## config.mk

```make
export PLATFORM = sky130hd
export DESIGN_NAME = joystick_pot_conditioner_unit
export DESIGN_NICKNAME = d
export VERILOG_FILES = /design/src/sv/jpc_pkg.sv /design/src/sv/jpc_div.sv /design/src/sv/jpc_datapath.sv /design/src/sv/jpc_ctrl.sv /design/src/sv/joystick_pot_conditioner_unit.sv
export SDC_FILE = /design/constraint.sdc
export NUM_CORES = 2
export LEC_CHECK = 0
export BUFFER_PORTS_ARGS = -buffer_cell sky130_fd_sc_hd__buf_2
export CAP_MARGIN = 20
export CELL_PAD_IN_SITES_DETAIL_PLACEMENT = 0
export CELL_PAD_IN_SITES_GLOBAL_PLACEMENT = 1
export CORE_ASPECT_RATIO = 0.8
export CORE_MARGIN = 4
export CORE_UTILIZATION = 55
export CTS_CLUSTER_SIZE = 16
export DETAILED_ROUTE_END_ITERATION = 10
export PLACE_DENSITY_LB_ADDON = 0.1
export SYNTH_ARGS = -nofsm -noshare
export SYNTH_HDL_FRONTEND = slang
export SYNTH_SLANG_ARGS = --single-unit
export TNS_END_PERCENT = 5
```

## constraint.sdc

```tcl
create_clock -name clk -period 15.4 [get_ports clk]
set_input_delay 3.08 -clock clk [delete_from_list [all_inputs] [get_ports clk]]
set_output_delay 3.08 -clock clk [all_outputs]
set_load 0.01 [all_outputs]
```

## src/sv/jpc_pkg.sv

```systemverilog
// ----------------------------------------------------------------------------
// jpc_pkg
// Shared types, constants and codes for the joystick pot conditioner.
// ----------------------------------------------------------------------------
`default_nettype none

package jpc_pkg;

    // Sample and filter widths
    localparam int unsigned SAMPLE_BITS = 12;
    localparam int unsigned FRAC_BITS   = 8;
    localparam int unsigned AVG_W       = SAMPLE_BITS + FRAC_BITS;
    localparam int unsigned SMAX        = (1 << SAMPLE_BITS) - 1;
    localparam int unsigned ALPHA_W     = 8;
    localparam int unsigned DZ_W        = 11;
    localparam int unsigned HEAD_W      = 9;
    localparam int unsigned CMD_W       = 8;
    localparam int unsigned SW_W        = 2;
    localparam int unsigned CFG_IDX_W   = 3;
    localparam int unsigned CFG_DATA_W  = 12;

    localparam int unsigned HEADING_SPAN     = 360;
    localparam int unsigned SPEED_SCALE      = 100;
    localparam int unsigned DEBOUNCE_DEFAULT = 3;

    // Shared divider: numerator holds up to 4095 * 360, rounded up to an even width
    localparam int unsigned DIV_NUM_W = 22;
    localparam int unsigned DIV_DEN_W = SAMPLE_BITS;

    // Reset values of the configuration registers and the averages
    localparam logic [ALPHA_W-1:0]    ALPHA_RESET      = ALPHA_W'(51);
    localparam logic [SAMPLE_BITS-1:0] CENTER_RESET    = SAMPLE_BITS'(2048);
    localparam logic [DZ_W-1:0]       DEADZONE_RESET   = DZ_W'(700);
    localparam logic [SAMPLE_BITS-1:0] JITTER_RESET    = SAMPLE_BITS'(20);
    localparam logic [SAMPLE_BITS-1:0] LEFT_BELOW_RESET  = SAMPLE_BITS'(1300);
    localparam logic [SAMPLE_BITS-1:0] MID_ABOVE_RESET   = SAMPLE_BITS'(1700);
    localparam logic [SAMPLE_BITS-1:0] MID_BELOW_RESET   = SAMPLE_BITS'(2800);
    localparam logic [SAMPLE_BITS-1:0] RIGHT_ABOVE_RESET = SAMPLE_BITS'(3200);
    localparam logic [AVG_W-1:0]      AVG_RESET =
        AVG_W'((1 << (SAMPLE_BITS - 1)) << FRAC_BITS);

    // Configuration register indexes
    localparam logic [CFG_IDX_W-1:0] REG_EMA_ALPHA          = CFG_IDX_W'(0);
    localparam logic [CFG_IDX_W-1:0] REG_SPEED_CENTER       = CFG_IDX_W'(1);
    localparam logic [CFG_IDX_W-1:0] REG_SPEED_DEADZONE     = CFG_IDX_W'(2);
    localparam logic [CFG_IDX_W-1:0] REG_JITTER_THRESHOLD   = CFG_IDX_W'(3);
    localparam logic [CFG_IDX_W-1:0] REG_SWITCH_LEFT_BELOW  = CFG_IDX_W'(4);
    localparam logic [CFG_IDX_W-1:0] REG_SWITCH_MID_ABOVE   = CFG_IDX_W'(5);
    localparam logic [CFG_IDX_W-1:0] REG_SWITCH_MID_BELOW   = CFG_IDX_W'(6);
    localparam logic [CFG_IDX_W-1:0] REG_SWITCH_RIGHT_ABOVE = CFG_IDX_W'(7);

    // Switch position codes
    localparam logic [SW_W-1:0] POS_LEFT  = SW_W'(0);
    localparam logic [SW_W-1:0] POS_MID   = SW_W'(1);
    localparam logic [SW_W-1:0] POS_RIGHT = SW_W'(2);

    typedef struct packed {
        logic [SAMPLE_BITS-1:0] rudder_sample;
        logic [SAMPLE_BITS-1:0] throttle_sample;
        logic [SAMPLE_BITS-1:0] switch_sample;
    } sample_t;

    typedef struct packed {
        logic [HEAD_W-1:0]        heading_deg;
        logic signed [CMD_W-1:0]  speed_cmd;
        logic                     speed_updated;
        logic [SAMPLE_BITS-1:0]   speed_level;
        logic [SW_W-1:0]          switch_position;
    } result_t;

    typedef enum logic [2:0] {
        ST_IDLE,
        ST_FILTER,
        ST_HEAD,
        ST_HEAD_WAIT,
        ST_SPEED,
        ST_SPEED_WAIT,
        ST_FINISH
    } state_t;

    typedef struct packed {
        logic accept;
        logic filter;
        logic head_start;
        logic head_cap;
        logic speed_start;
        logic commit;
    } ctrl_cmd_t;

    typedef struct packed {
        logic div_done;
        logic speed_band;
        logic out_free;
    } ctrl_status_t;

endpackage

`default_nettype wire

```

## src/sv/jpc_div.sv

```systemverilog
// ----------------------------------------------------------------------------
// jpc_div
// Sequential unsigned restoring divider, two quotient bits per cycle.
// ----------------------------------------------------------------------------
`default_nettype none

module jpc_div #(
    parameter int unsigned NUM_W = 22,
    parameter int unsigned DEN_W = 12
) (
    input  wire logic             clk,
    input  wire logic             rst_n,
    input  wire logic             start,
    input  wire logic [NUM_W-1:0] num,
    input  wire logic [DEN_W-1:0] den,
    output logic                  done,
    output logic [NUM_W-1:0]      quot
);

    localparam int unsigned STEPS = NUM_W / 2;
    localparam int unsigned CNT_W = $clog2(STEPS + 1);

    logic [NUM_W-1:0] work_reg, work_next;
    logic [DEN_W-1:0] den_reg;
    logic [DEN_W:0]   rem_reg, rem_next;
    logic [CNT_W-1:0] cnt_reg;
    logic             done_reg;

    // Two dependent restoring steps; quotient bits shift into the low end
    always_comb
    begin
        logic [DEN_W:0] trial;
        logic [NUM_W-1:0] w;
        logic [DEN_W:0] r;
        w = work_reg;
        r = rem_reg;
        for (int i = 0; i < 2; i++)
        begin
            trial = {r[DEN_W-1:0], w[NUM_W-1]};
            w = {w[NUM_W-2:0], 1'b0};
            if (trial >= {1'b0, den_reg})
            begin
                r = trial - {1'b0, den_reg};
                w[0] = 1'b1;
            end
            else
            begin
                r = trial;
            end
        end
        work_next = w;
        rem_next  = r;
    end

    always_ff @(posedge clk or negedge rst_n)
    begin
        if (!rst_n)
        begin
            cnt_reg  <= '0;
            done_reg <= 1'b0;
        end
        else
        begin
            done_reg <= (cnt_reg == CNT_W'(1));
            if (start)
            begin
                cnt_reg <= CNT_W'(STEPS);
            end
            else if (cnt_reg != '0)
            begin
                cnt_reg <= cnt_reg - CNT_W'(1);
            end
        end
    end

    always_ff @(posedge clk)
    begin
        if (start)
        begin
            work_reg <= num;
            den_reg  <= den;
            rem_reg  <= '0;
        end
        else if (cnt_reg != '0)
        begin
            work_reg <= work_next;
            rem_reg  <= rem_next;
        end
    end

    assign done = done_reg;
    assign quot = work_reg;

endmodule

`default_nettype wire

```

## src/sv/jpc_datapath.sv

```systemverilog
// ----------------------------------------------------------------------------
// jpc_datapath
// Configuration registers, EMA filters, switch debounce, heading and speed
// maps on the shared divider, and the result register.
// ----------------------------------------------------------------------------
`default_nettype none

module jpc_datapath #(
    parameter int unsigned DEBOUNCE_COUNT = jpc_pkg::DEBOUNCE_DEFAULT
) (
    input  wire logic                                clk,
    input  wire logic                                rst_n,
    input  wire logic                                cfg_write_en,
    input  wire logic [jpc_pkg::CFG_IDX_W-1:0]       cfg_index,
    input  wire logic [jpc_pkg::CFG_DATA_W-1:0]      cfg_data,
    input  wire jpc_pkg::sample_t                    sample,
    input  wire jpc_pkg::ctrl_cmd_t                  cmd,
    output jpc_pkg::ctrl_status_t                    status,
    output logic                                     result_valid,
    input  wire logic                                result_stall,
    output jpc_pkg::result_t                         result
);

    import jpc_pkg::*;

    localparam int unsigned RUN_W = $clog2(DEBOUNCE_COUNT + 2);
    localparam int unsigned CMP_W = SAMPLE_BITS + 2;

    // Configuration
    logic [ALPHA_W-1:0]     alpha_reg;
    logic [SAMPLE_BITS-1:0] center_reg;
    logic [DZ_W-1:0]        deadzone_reg;
    logic [SAMPLE_BITS-1:0] jitter_reg;
    logic [SAMPLE_BITS-1:0] left_below_reg;
    logic [SAMPLE_BITS-1:0] mid_above_reg;
    logic [SAMPLE_BITS-1:0] mid_below_reg;
    logic [SAMPLE_BITS-1:0] right_above_reg;

    // Item state
    sample_t                smp_reg;
    logic [AVG_W-1:0]       rudder_avg_reg;
    logic [AVG_W-1:0]       throttle_avg_reg;
    logic [SAMPLE_BITS-1:0] reported_reg;
    logic [CMD_W-1:0]       held_speed_reg;
    logic [SW_W-1:0]        switch_pos_reg;
    logic [RUN_W-1:0]       run_reg;
    logic [HEAD_W-1:0]      heading_reg;
    logic                   speed_neg_reg;
    logic                   speed_band_reg;
    logic                   result_valid_reg;
    result_t                result_reg;

    logic [SAMPLE_BITS-1:0]   rv;
    logic [SAMPLE_BITS-1:0]   val;
    logic signed [CMP_W-1:0]  low;
    logic signed [CMP_W-1:0]  high;
    logic signed [CMP_W-1:0]  val_s;
    logic signed [CMP_W-1:0]  above_high;
    logic signed [CMP_W-1:0]  top_span;
    logic                     val_lt_low;
    logic                     val_gt_high;
    logic                     band;
    logic                     div_start;
    logic [DIV_NUM_W-1:0]     div_num;
    logic [DIV_DEN_W-1:0]     div_den;
    logic                     div_done;
    logic [DIV_NUM_W-1:0]     div_quot;
    logic [DIV_NUM_W-1:0]     head_num;
    logic [DIV_NUM_W-1:0]     speed_num;
    logic [DIV_DEN_W-1:0]     speed_den;
    logic [SW_W-1:0]          cand;
    logic [RUN_W-1:0]         run_inc;
    logic [SW_W-1:0]          switch_pos_next;
    logic [RUN_W-1:0]         run_next;
    logic [CMD_W-1:0]         speed_q;
    logic [CMD_W-1:0]         speed_new;
    logic [SAMPLE_BITS-1:0]   level_gap;
    logic                     move;
    logic                     out_free;

    function automatic logic [AVG_W-1:0] ema_next(
        input logic [AVG_W-1:0]       avg,
        input logic [SAMPLE_BITS-1:0] x,
        input logic [ALPHA_W-1:0]     a
    );
        logic signed [AVG_W:0]                   diff;
        logic signed [AVG_W+ALPHA_W:0]           prod;
        logic signed [AVG_W+ALPHA_W-FRAC_BITS:0] step;
        logic signed [AVG_W+1:0]                 sum;
        diff = $signed({1'b0, x, {FRAC_BITS{1'b0}}}) - $signed({1'b0, avg});
        prod = diff * $signed({1'b0, a});
        // floor division by 256: keep the high bits of the signed product
        step = prod[AVG_W+ALPHA_W:FRAC_BITS];
        sum  = $signed({2'b00, avg}) + step;
        return sum[AVG_W-1:0];
    endfunction

    // Configuration writes
    always_ff @(posedge clk or negedge rst_n)
    begin
        if (!rst_n)
        begin
            alpha_reg       <= ALPHA_RESET;
            center_reg      <= CENTER_RESET;
            deadzone_reg    <= DEADZONE_RESET;
            jitter_reg      <= JITTER_RESET;
            left_below_reg  <= LEFT_BELOW_RESET;
            mid_above_reg   <= MID_ABOVE_RESET;
            mid_below_reg   <= MID_BELOW_RESET;
            right_above_reg <= RIGHT_ABOVE_RESET;
        end
        else if (cfg_write_en)
        begin
            unique case (cfg_index)
                REG_EMA_ALPHA:          alpha_reg       <= cfg_data[ALPHA_W-1:0];
                REG_SPEED_CENTER:       center_reg      <= cfg_data[SAMPLE_BITS-1:0];
                REG_SPEED_DEADZONE:     deadzone_reg    <= cfg_data[DZ_W-1:0];
                REG_JITTER_THRESHOLD:   jitter_reg      <= cfg_data[SAMPLE_BITS-1:0];
                REG_SWITCH_LEFT_BELOW:  left_below_reg  <= cfg_data[SAMPLE_BITS-1:0];
                REG_SWITCH_MID_ABOVE:   mid_above_reg   <= cfg_data[SAMPLE_BITS-1:0];
                REG_SWITCH_MID_BELOW:   mid_below_reg   <= cfg_data[SAMPLE_BITS-1:0];
                REG_SWITCH_RIGHT_ABOVE: right_above_reg <= cfg_data[SAMPLE_BITS-1:0];
                default: ;
            endcase
        end
    end

    // Switch classification; gap zones keep the shown position
    always_comb
    begin
        cand = switch_pos_reg;
        if (smp_reg.switch_sample < left_below_reg)
        begin
            cand = POS_LEFT;
        end
        else if (smp_reg.switch_sample > mid_above_reg
                 && smp_reg.switch_sample < mid_below_reg)
        begin
            cand = POS_MID;
        end
        else if (smp_reg.switch_sample > right_above_reg)
        begin
            cand = POS_RIGHT;
        end

        run_inc         = run_reg + RUN_W'(1);
        switch_pos_next = switch_pos_reg;
        run_next        = '0;
        if (cand != switch_pos_reg)
        begin
            if (run_inc > RUN_W'(DEBOUNCE_COUNT))
            begin
                switch_pos_next = cand;
            end
            else
            begin
                run_next = run_inc;
            end
        end
    end

    // Speed map selection
    assign rv    = rudder_avg_reg[AVG_W-1:FRAC_BITS];
    assign val   = throttle_avg_reg[AVG_W-1:FRAC_BITS];
    assign val_s = $signed({2'b00, val});
    assign low   = $signed({2'b00, center_reg}) - $signed({3'b000, deadzone_reg});
    assign high  = $signed({2'b00, center_reg}) + $signed({3'b000, deadzone_reg});
    assign above_high  = val_s - high;
    assign top_span    = $signed(CMP_W'(SMAX)) - high;
    assign val_lt_low  = val_s < low;
    assign val_gt_high = val_s > high;
    assign band        = !val_lt_low && !val_gt_high;

    assign head_num  = DIV_NUM_W'(rv) * DIV_NUM_W'(HEADING_SPAN);
    assign speed_num = val_lt_low ? DIV_NUM_W'(val) * DIV_NUM_W'(SPEED_SCALE)
                                  : DIV_NUM_W'(above_high[SAMPLE_BITS-1:0])
                                    * DIV_NUM_W'(SPEED_SCALE);
    assign speed_den = val_lt_low ? low[DIV_DEN_W-1:0] : top_span[DIV_DEN_W-1:0];

    assign div_start = cmd.head_start || (cmd.speed_start && !band);
    assign div_num   = cmd.head_start ? head_num : speed_num;
    assign div_den   = cmd.head_start ? DIV_DEN_W'(SMAX) : speed_den;

    jpc_div #(
        .NUM_W (DIV_NUM_W),
        .DEN_W (DIV_DEN_W)
    ) u_div (
        .clk   (clk),
        .rst_n (rst_n),
        .start (div_start),
        .num   (div_num),
        .den   (div_den),
        .done  (div_done),
        .quot  (div_quot)
    );

    // Commit: speed command and jitter gate
    assign speed_q   = {1'b0, div_quot[CMD_W-2:0]};
    assign speed_new = speed_band_reg ? '0
                     : (speed_neg_reg ? speed_q - CMD_W'(SPEED_SCALE) : speed_q);
    assign level_gap = (reported_reg >= val) ? reported_reg - val : val - reported_reg;
    assign move      = level_gap > jitter_reg;
    assign out_free  = !result_valid_reg || !result_stall;

    always_ff @(posedge clk or negedge rst_n)
    begin
        if (!rst_n)
        begin
            rudder_avg_reg   <= AVG_RESET;
            throttle_avg_reg <= AVG_RESET;
            reported_reg     <= '0;
            held_speed_reg   <= '0;
            switch_pos_reg   <= POS_MID;
            run_reg          <= '0;
            result_valid_reg <= 1'b0;
        end
        else
        begin
            if (cmd.filter)
            begin
                rudder_avg_reg   <= ema_next(rudder_avg_reg, smp_reg.rudder_sample, alpha_reg);
                throttle_avg_reg <= ema_next(throttle_avg_reg, smp_reg.throttle_sample,
                                             alpha_reg);
                switch_pos_reg   <= switch_pos_next;
                run_reg          <= run_next;
            end
            if (cmd.commit && move)
            begin
                reported_reg   <= val;
                held_speed_reg <= speed_new;
            end
            if (cmd.commit)
            begin
                result_valid_reg <= 1'b1;
            end
            else if (!result_stall)
            begin
                result_valid_reg <= 1'b0;
            end
        end
    end

    always_ff @(posedge clk)
    begin
        if (cmd.accept)
        begin
            smp_reg <= sample;
        end
        if (cmd.head_cap)
        begin
            heading_reg <= HEAD_W'(HEADING_SPAN) - div_quot[HEAD_W-1:0];
        end
        if (cmd.speed_start)
        begin
            speed_neg_reg  <= val_lt_low;
            speed_band_reg <= band;
        end
        if (cmd.commit)
        begin
            result_reg.heading_deg     <= heading_reg;
            result_reg.speed_cmd       <= $signed(move ? speed_new : held_speed_reg);
            result_reg.speed_updated   <= move;
            result_reg.speed_level     <= move ? val : reported_reg;
            result_reg.switch_position <= switch_pos_reg;
        end
    end

    assign status.div_done   = div_done;
    assign status.speed_band = band;
    assign status.out_free   = out_free;
    assign result_valid      = result_valid_reg;
    assign result            = result_reg;

    a_run_bounded: assert property (@(posedge clk) disable iff (!rst_n)
        run_reg <= RUN_W'(DEBOUNCE_COUNT))
        else $error("debounce run count passed its limit");

    a_commit_shows: assert property (@(posedge clk) disable iff (!rst_n)
        cmd.commit |=> result_valid_reg)
        else $error("committed result not presented");

    a_heading_range: assert property (@(posedge clk) disable iff (!rst_n)
        $past(cmd.head_cap) |-> heading_reg <= HEAD_W'(HEADING_SPAN))
        else $error("heading out of range");

endmodule

`default_nettype wire

```

## src/sv/jpc_ctrl.sv

```systemverilog
// ----------------------------------------------------------------------------
// jpc_ctrl
// Sequencer: accept, filter, heading divide, speed divide, commit.
// ----------------------------------------------------------------------------
`default_nettype none

module jpc_ctrl (
    input  wire logic                  clk,
    input  wire logic                  rst_n,
    input  wire logic                  sample_valid,
    output logic                       sample_stall,
    input  wire jpc_pkg::ctrl_status_t status,
    output jpc_pkg::ctrl_cmd_t         cmd
);

    import jpc_pkg::*;

    state_t state_reg, state_next;

    always_ff @(posedge clk or negedge rst_n)
    begin
        if (!rst_n)
        begin
            state_reg <= ST_IDLE;
        end
        else
        begin
            state_reg <= state_next;
        end
    end

    always_comb
    begin
        state_next   = state_reg;
        cmd          = '0;
        sample_stall = 1'b1;
        unique case (state_reg)
            ST_IDLE:
            begin
                sample_stall = 1'b0;
                if (sample_valid)
                begin
                    cmd.accept = 1'b1;
                    state_next = ST_FILTER;
                end
            end
            ST_FILTER:
            begin
                cmd.filter = 1'b1;
                state_next = ST_HEAD;
            end
            ST_HEAD:
            begin
                cmd.head_start = 1'b1;
                state_next     = ST_HEAD_WAIT;
            end
            ST_HEAD_WAIT:
            begin
                if (status.div_done)
                begin
                    cmd.head_cap = 1'b1;
                    state_next   = ST_SPEED;
                end
            end
            ST_SPEED:
            begin
                cmd.speed_start = 1'b1;
                // skip the divide inside the zero band
                state_next = status.speed_band ? ST_FINISH : ST_SPEED_WAIT;
            end
            ST_SPEED_WAIT:
            begin
                if (status.div_done)
                begin
                    state_next = ST_FINISH;
                end
            end
            ST_FINISH:
            begin
                // hold until the result register can take the request
                if (status.out_free)
                begin
                    cmd.commit = 1'b1;
                    state_next = ST_IDLE;
                end
            end
            default:
            begin
                state_next = ST_IDLE;
            end
        endcase
    end

    a_done_in_wait: assert property (@(posedge clk) disable iff (!rst_n)
        status.div_done |-> (state_reg == ST_HEAD_WAIT || state_reg == ST_SPEED_WAIT))
        else $error("divider finished outside a wait state");

    a_commit_free: assert property (@(posedge clk) disable iff (!rst_n)
        cmd.commit |-> status.out_free)
        else $error("commit while result register is full");

    a_finish_holds: assert property (@(posedge clk) disable iff (!rst_n)
        (state_reg == ST_FINISH && !status.out_free) |=> state_reg == ST_FINISH)
        else $error("left finish while output blocked");

endmodule

`default_nettype wire

```

## src/sv/joystick_pot_conditioner_unit.sv

```systemverilog
// ----------------------------------------------------------------------------
// joystick_pot_conditioner_unit
// Conditions rudder pot, speed pot and mode switch samples into heading,
// speed command and debounced switch position.
// ----------------------------------------------------------------------------
// Usage:
//   Input channel sample/sample_valid/sample_stall carries one reading of all
//   three converters. A request is taken when sample_valid is high and
//   sample_stall is low; sample_stall is low only while the block is idle.
//   Output channel result/result_valid/result_stall returns one result per
//   request, held in an output register until the receiver drops result_stall.
//   Each item steps through accept, filter, heading divide, speed divide
//   and commit. Each divide on the shared divider holds the sequencer
//   through start, 11 steps at two quotient bits per cycle, and done, once
//   for heading and once for speed; when the filtered throttle sits inside
//   the zero band, the wait on the speed divide is skipped.
//   A stalled receiver holds the finished item in the sequencer's last step;
//   the next request is taken once that item reaches the output register.
//   Configuration writes (cfg_write_en, cfg_index, cfg_data) take effect at
//   once and must only be issued while the block is idle.
//   Reset loads the default configuration, sets both averages to mid scale,
//   the switch to middle, the reported speed level and command to zero.
// ----------------------------------------------------------------------------
`default_nettype none

module joystick_pot_conditioner_unit #(
    parameter int unsigned DEBOUNCE_COUNT = jpc_pkg::DEBOUNCE_DEFAULT
) (
    input  wire logic                           clk,
    input  wire logic                           rst_n,
    input  wire logic                           cfg_write_en,
    input  wire logic [jpc_pkg::CFG_IDX_W-1:0]  cfg_index,
    input  wire logic [jpc_pkg::CFG_DATA_W-1:0] cfg_data,
    input  wire logic                           sample_valid,
    output logic                                sample_stall,
    input  wire jpc_pkg::sample_t               sample,
    output logic                                result_valid,
    input  wire logic                           result_stall,
    output jpc_pkg::result_t                    result
);

    import jpc_pkg::*;

    ctrl_cmd_t    cmd;
    ctrl_status_t status;

    jpc_ctrl u_ctrl (
        .clk          (clk),
        .rst_n        (rst_n),
        .sample_valid (sample_valid),
        .sample_stall (sample_stall),
        .status       (status),
        .cmd          (cmd)
    );

    jpc_datapath #(
        .DEBOUNCE_COUNT (DEBOUNCE_COUNT)
    ) u_datapath (
        .clk          (clk),
        .rst_n        (rst_n),
        .cfg_write_en (cfg_write_en),
        .cfg_index    (cfg_index),
        .cfg_data     (cfg_data),
        .sample       (sample),
        .cmd          (cmd),
        .status       (status),
        .result_valid (result_valid),
        .result_stall (result_stall),
        .result       (result)
    );

endmodule

`default_nettype wire
```

Word-level counts from Yosys, hierarchy flattened. Index checks and enable logic that the tools add are counted.

Eq/ne operators: 20. Multiplexer cells: 39. Order comparisons: 11. Divide/modulo/power cells: 0. Shift operators: 0. Bitwise gates (word level): 0. $mul: 5. Reduce and logical (&&, ||, !) cells: 25. Add/subtract/negate cells: 16.

Operators with widths (count): $mux 22 (3); $mux 12 (5); $sub 12x12->12 (5); $mul 21x9->28 (2); $sub 20x20->21 (2); $add 20x20->20 (2); $gt 12x12->1 (3); $mul 12x5->17 const B (2); $ge 13x12->1 (2); $lt 12x12->1 (2); $mux 8 (3); $eq 3x3->1 const B (7); $pmux 3 s7 (1); $mux 19 (1); $mul 12x6->18 const B (1); $mux 3 (6); $reduce_and 2->1 (8); $lt 13x14->1 (1); $mux 1 (14); $add 12x11->13 (1); $gt 12x13->1 (1); $sub 12x11->13 (1); $eq 3x2->1 const B (4); $ge 12x12->1 (1); 21 further kinds (38).

Bits in latches: 0. Input port bits: 56. Memories kept: 0. RAM bits: 0. Bits in read-only memories: 0. Output and inout port bits: 34. Register bits after elaboration: 290.

Depth between registers and ports, before layout.
Depth after elaboration: 8. Depth in mapped cells: 41.

By module. A second synthesis with hierarchy kept.

Cells, all modules: 3596. Area, all modules: 33773.6 µm².

By module, submodules not included: jpc_datapath (instances 1, area an instance 30110.1 µm², cells each 3237, sequential area each 6343.6 µm²); jpc_div (instances 1, area an instance 3419.5 µm², cells each 330, sequential area each 1386.3 µm²); jpc_ctrl (instances 1, area an instance 244.0 µm², cells each 29, sequential area each 75.1 µm²).

Least setup slack after synthesis. OpenSTA, ideal clock, no wires.

Path type: register to register. From: register u_datapath.throttle_avg_reg[8]. To: register u_datapath.throttle_avg_reg[19]. Arrival: 8.032 ns. Setup slack: 7.293 ns. Clock period less this slack: 8.107 ns. Required time: 15.325 ns. Path buffers: 0. Cell stages (with the launch flop): 39. Cell sequence: dfrtp_1 inv_1 ha_1 nor3b_1 a31oi_1 o21bai_1 a21oi_1 o21bai_1 a21oi_1 o21ai_0 and2_1 nor2_1 nand2_1 fa_1 inv_1 fa_1 fa_1 inv_1 [3 not listed] a211oi_1 nand2_1 o221a_2 o21a_1 o21a_1 or3_1 a211oi_1 nor2_1 ha_1 o21ai_0 nand2b_1 o31ai_2 o21ai_1 a31o_1 xnor2_1 nand4_1 nor2b_1 xnor2_1.

Word-level cells in the longest chain between the ends: 3.

RTL lines: from (decl) (line jpc_datapath.sv:42) `logic [AVG_W-1:0] throttle_avg_reg;`; from (signal assigned) (line jpc_datapath.sv:222) `throttle_avg_reg <= ema_next(throttle_avg_reg, smp_reg.throttle_sample,`; $sub 20x20->21 (line jpc_datapath.sv:90) `diff = $signed({1'b0, x, {FRAC_BITS{1'b0}}}) - $signed({1'b0, avg});`; $mul 21x9->28 (line jpc_datapath.sv:91) `prod = diff * $signed({1'b0, a});`; $add 20x20->20 * (line jpc_datapath.sv:94) `sum = $signed({2'b00, avg}) + step;`.

Every way passes the cells marked *; elsewhere a longest branch is shown, timed or not. A chain may end at the register's enable or synchronous reset.

Worst setup path in the final report. Ends and elaborated chain as after synthesis.

==> metrics <==
slew margin rel. 0.3496; clock sinks 290; Setup Slack @ Placement 6.290 ns; Leak Pwr 17.82 nW; share of layout cells above drive strength 1 0.09508; Slew @ Worst Pin 0.9713 ns; post-CTS setup buffers 0; Max VDD drop 0.2687 mV; worst path bufs/invs 5; total track usage 0.2528; syn avg cell area 9.336 sq um; global route hottest layer met2; largest net degree at the start of global routing 98; clk_skew 0.04365 ns; EDFF count, synth 113; slowest cell on the critical path dfrtp_1; cell area after synthesis 33380 sq um; Worst setup SP type flip-flop; post-cts repair resize count 0; Critical Path Max Stage Delay 0.55 ns; DRC viols 0; H-tree depth 2; internal power 3.391 mW; max reg flops 36; CTS Root Cell clkbuf_16; RSZ-0062 raised after global routing false; sw frac 0.4650; HPWL after DPL 64.27 mm; Synth Instances 3576; Synth cell types 83; non-filler cells, final 4439; Reg power frac 0.145; Period minus WS final 9.154 ns; die area 64730 sq um; GR Util met2 0.3924; MaxCap Viol Count 0; Logic pwr share 0.722; syn_nets 4364; period utilisation layout 0.5944; CTS Buffer Depth 3; Max Freq 109.2 MHz; vias in the first global route 25130; synth warn 0; CORE AREA 59860 sq um; worst hold path type reg -> reg; drt pass-1 iters 7; Num CTS Buffers 34; CP required 15.88 ns; gr ovfl total 0; Post-Place Cells 4376; Skew-Pair Late Insertion Delay 0.57 ns; Hold-fix buffers, CTS 0; outcome finished clean; Tot Pwr 6.338 mW; Die Ht 228.4 microns; register bit total from synthesis 290; Area Overhead vs Synth 7.263%; Routed WL per cell 18.36 microns; final WL 81.51 mm; ANT nets after route 0; Multi-input gate area 22870 sq um; PortBufs 89; FF/Latch Area 7807 sq um; GRT met3 Usage 0.03848; CP dominant cell by count inv_1; register area share after synthesis 0.2338; routed vias 24640; Final setup viols 0; Fill cells 5300; IO Pins 90; dominant register cell in the synthesized netlist dfrtp_1; Top delay family on crit path compound AO/OA/AOI/OAI gates; Async S/R FF share, synth 0.5690; Inserted Diodes 0; initial antenna violation count 2; crit path max fanout 10; GR Util met1 0.3801; Fin. Hold Viols 0; DR vias/cell 5.550; global-route wire length before repair 133.3 mm; clock network power share 0.133; Final Slew Violations 0; total power per unit cell area 177.0 nW/um^2; Die Wd 283.5 microns; Initial Util 0.5577; WS Path Type reg -> reg; Setup TNS 0 ns; initial detailed-routing violation count 1474; Nets 4422; worst setup margin 6.246 ns; Worst Path Arrival 9.64 ns; Area after DPL 34640 sq um; CP endpoint kind flip-flop; CTS clk-pin slew, worst paths 0.06 ns; routability cong. 0.8869; Switch Pwr 2.947 mW; CTS tree done; num rows 80; Design Area, Final 35810 sq um
[path summary, 6_finish.rpt]
path / start / end / slack, ns / depth (start not counted)
min: u_datapath.heading_reg[2]$_DFFE_PP_ / u_datapath.result[25]$_DFFE_PP_ / 0.42 / 0
max: u_datapath.throttle_avg_reg[8]$_DFFE_PN0P_ / u_datapath.throttle_avg_reg[19]$_DFFE_PN1P_ / 6.25 / 39
min reg2reg: u_datapath.heading_reg[2]$_DFFE_PP_ / u_datapath.result[25]$_DFFE_PP_ / 0.42 / 0
max in group asynchronous: rst_n / u_datapath.held_speed_reg[5]$_DFFE_PN0P_ / 11.56 / 3
max reg2reg: u_datapath.throttle_avg_reg[8]$_DFFE_PN0P_ / u_datapath.throttle_avg_reg[19]$_DFFE_PN1P_ / 6.25 / 39
min in group asynchronous: rst_n / u_datapath.run_reg[2]$_DFFE_PN0P_ / 2.62 / 1
[worst reg2reg max path, delay by kind of cell (launching register included)]
| family | cells | cell delay [ns] |
|---|---|---|
| adders and majority gates | 7 | 2.93 |
| buffers and inverters | 5 | 0.44 |
| and+or+nand+nor | 10 | 1.81 |
| AOI/OAI and AO/OA | 15 | 3.07 |
| DFF | 1 | 0.55 |
| xor gates and xnor gates | 2 | 0.33 |
[cell families after synthesis]
| family | share of synthesized area |
|---|---|
| compound gates | 0.1164 |
| xor+xnor | 0.05221 |
| fa+ha+maj | 0.3402 |
| buf+inv | 0.08245 |
| flops | 0.2338 |
| mux | 0.04475 |
| simple gates | 0.1302 |
[power groups by stage]
stage	combinational [mW]	clock (mW)	sequential [mW]
after global routing	5.22	0.895	0.925
after global placement	4.44	0	0.929
after CTS	4.60	0.862	0.918
after detailed placement	4.57	0	0.933
final	4.58	0.841	0.919
after floorplan	3.65	0	0.916
[stage by stage]
step | hold WS [ns] | util
6_report | 0.4210 | 0.5982
3_5_place_dp | 0.4101 | 0.5788
2_1_floorplan | 0.4003 | -
4_1_cts | 0.4242 | 0.5978
3_3_place_gp | 0.4070 | 0.5788
5_1_grt | 0.4371 | 0.5982
[layer usage]
layer | wire, microns | vias to the layer above
met5 | 17 | -
met1 | 40320 | 12140
met3 | 4409 | 97
li1 | - | 11860
met2 | 35480 | 534
met4 | 1279 | 2
[synth_stat cells, types with 27 or more instances]
cell type	instances	share of area
dfstp_2	34	0.027
mux2i_1	30	0.0090
clkbuf_1	72	0.0081
a21oi_1	138	0.021
dfrtp_1	131	0.098
nor2_1	162	0.018
nand2b_1	34	0.0064
fa_1	293	0.18
nor2b_1	33	0.0062
a21o_1	67	0.015
xnor2_1	137	0.036
ha_1	439	0.16
nand3_1	27	0.0040
o21ai_0	172	0.026
o21bai_1	37	0.0083
and2_1	197	0.037
o21a_1	40	0.0090
nand2_1	315	0.035
nor3_1	49	0.0073
edfxtp_1	113	0.10
mux2_2	106	0.036
inv_1	626	0.070
xor2_1	62	0.016
[cell type report]
cell class	instances	share of cell area
clock inverters	19	0.005031
flip-flops and latches	290	0.2180
repair buffers	115	0.01862
well taps	779	0.02722
clock buffers	43	0.02676
multi-input cells	2566	0.6385
inverters	627	0.06579
[placed cells by master (no fill, tap or decap), types with 106 or more instances in the layout]
master	Yosys	final
nor2_1	162	160
nand2_1	315	314
and2_1	197	197
xnor2_1	137	137
mux2_2	106	106
o21ai_0	172	172
fa_1	293	293
dfrtp_1	131	129
edfxtp_1	113	113
a21oi_1	138	137
inv_1	626	626
ha_1	439	439
(Power assumes the default switching activity.)
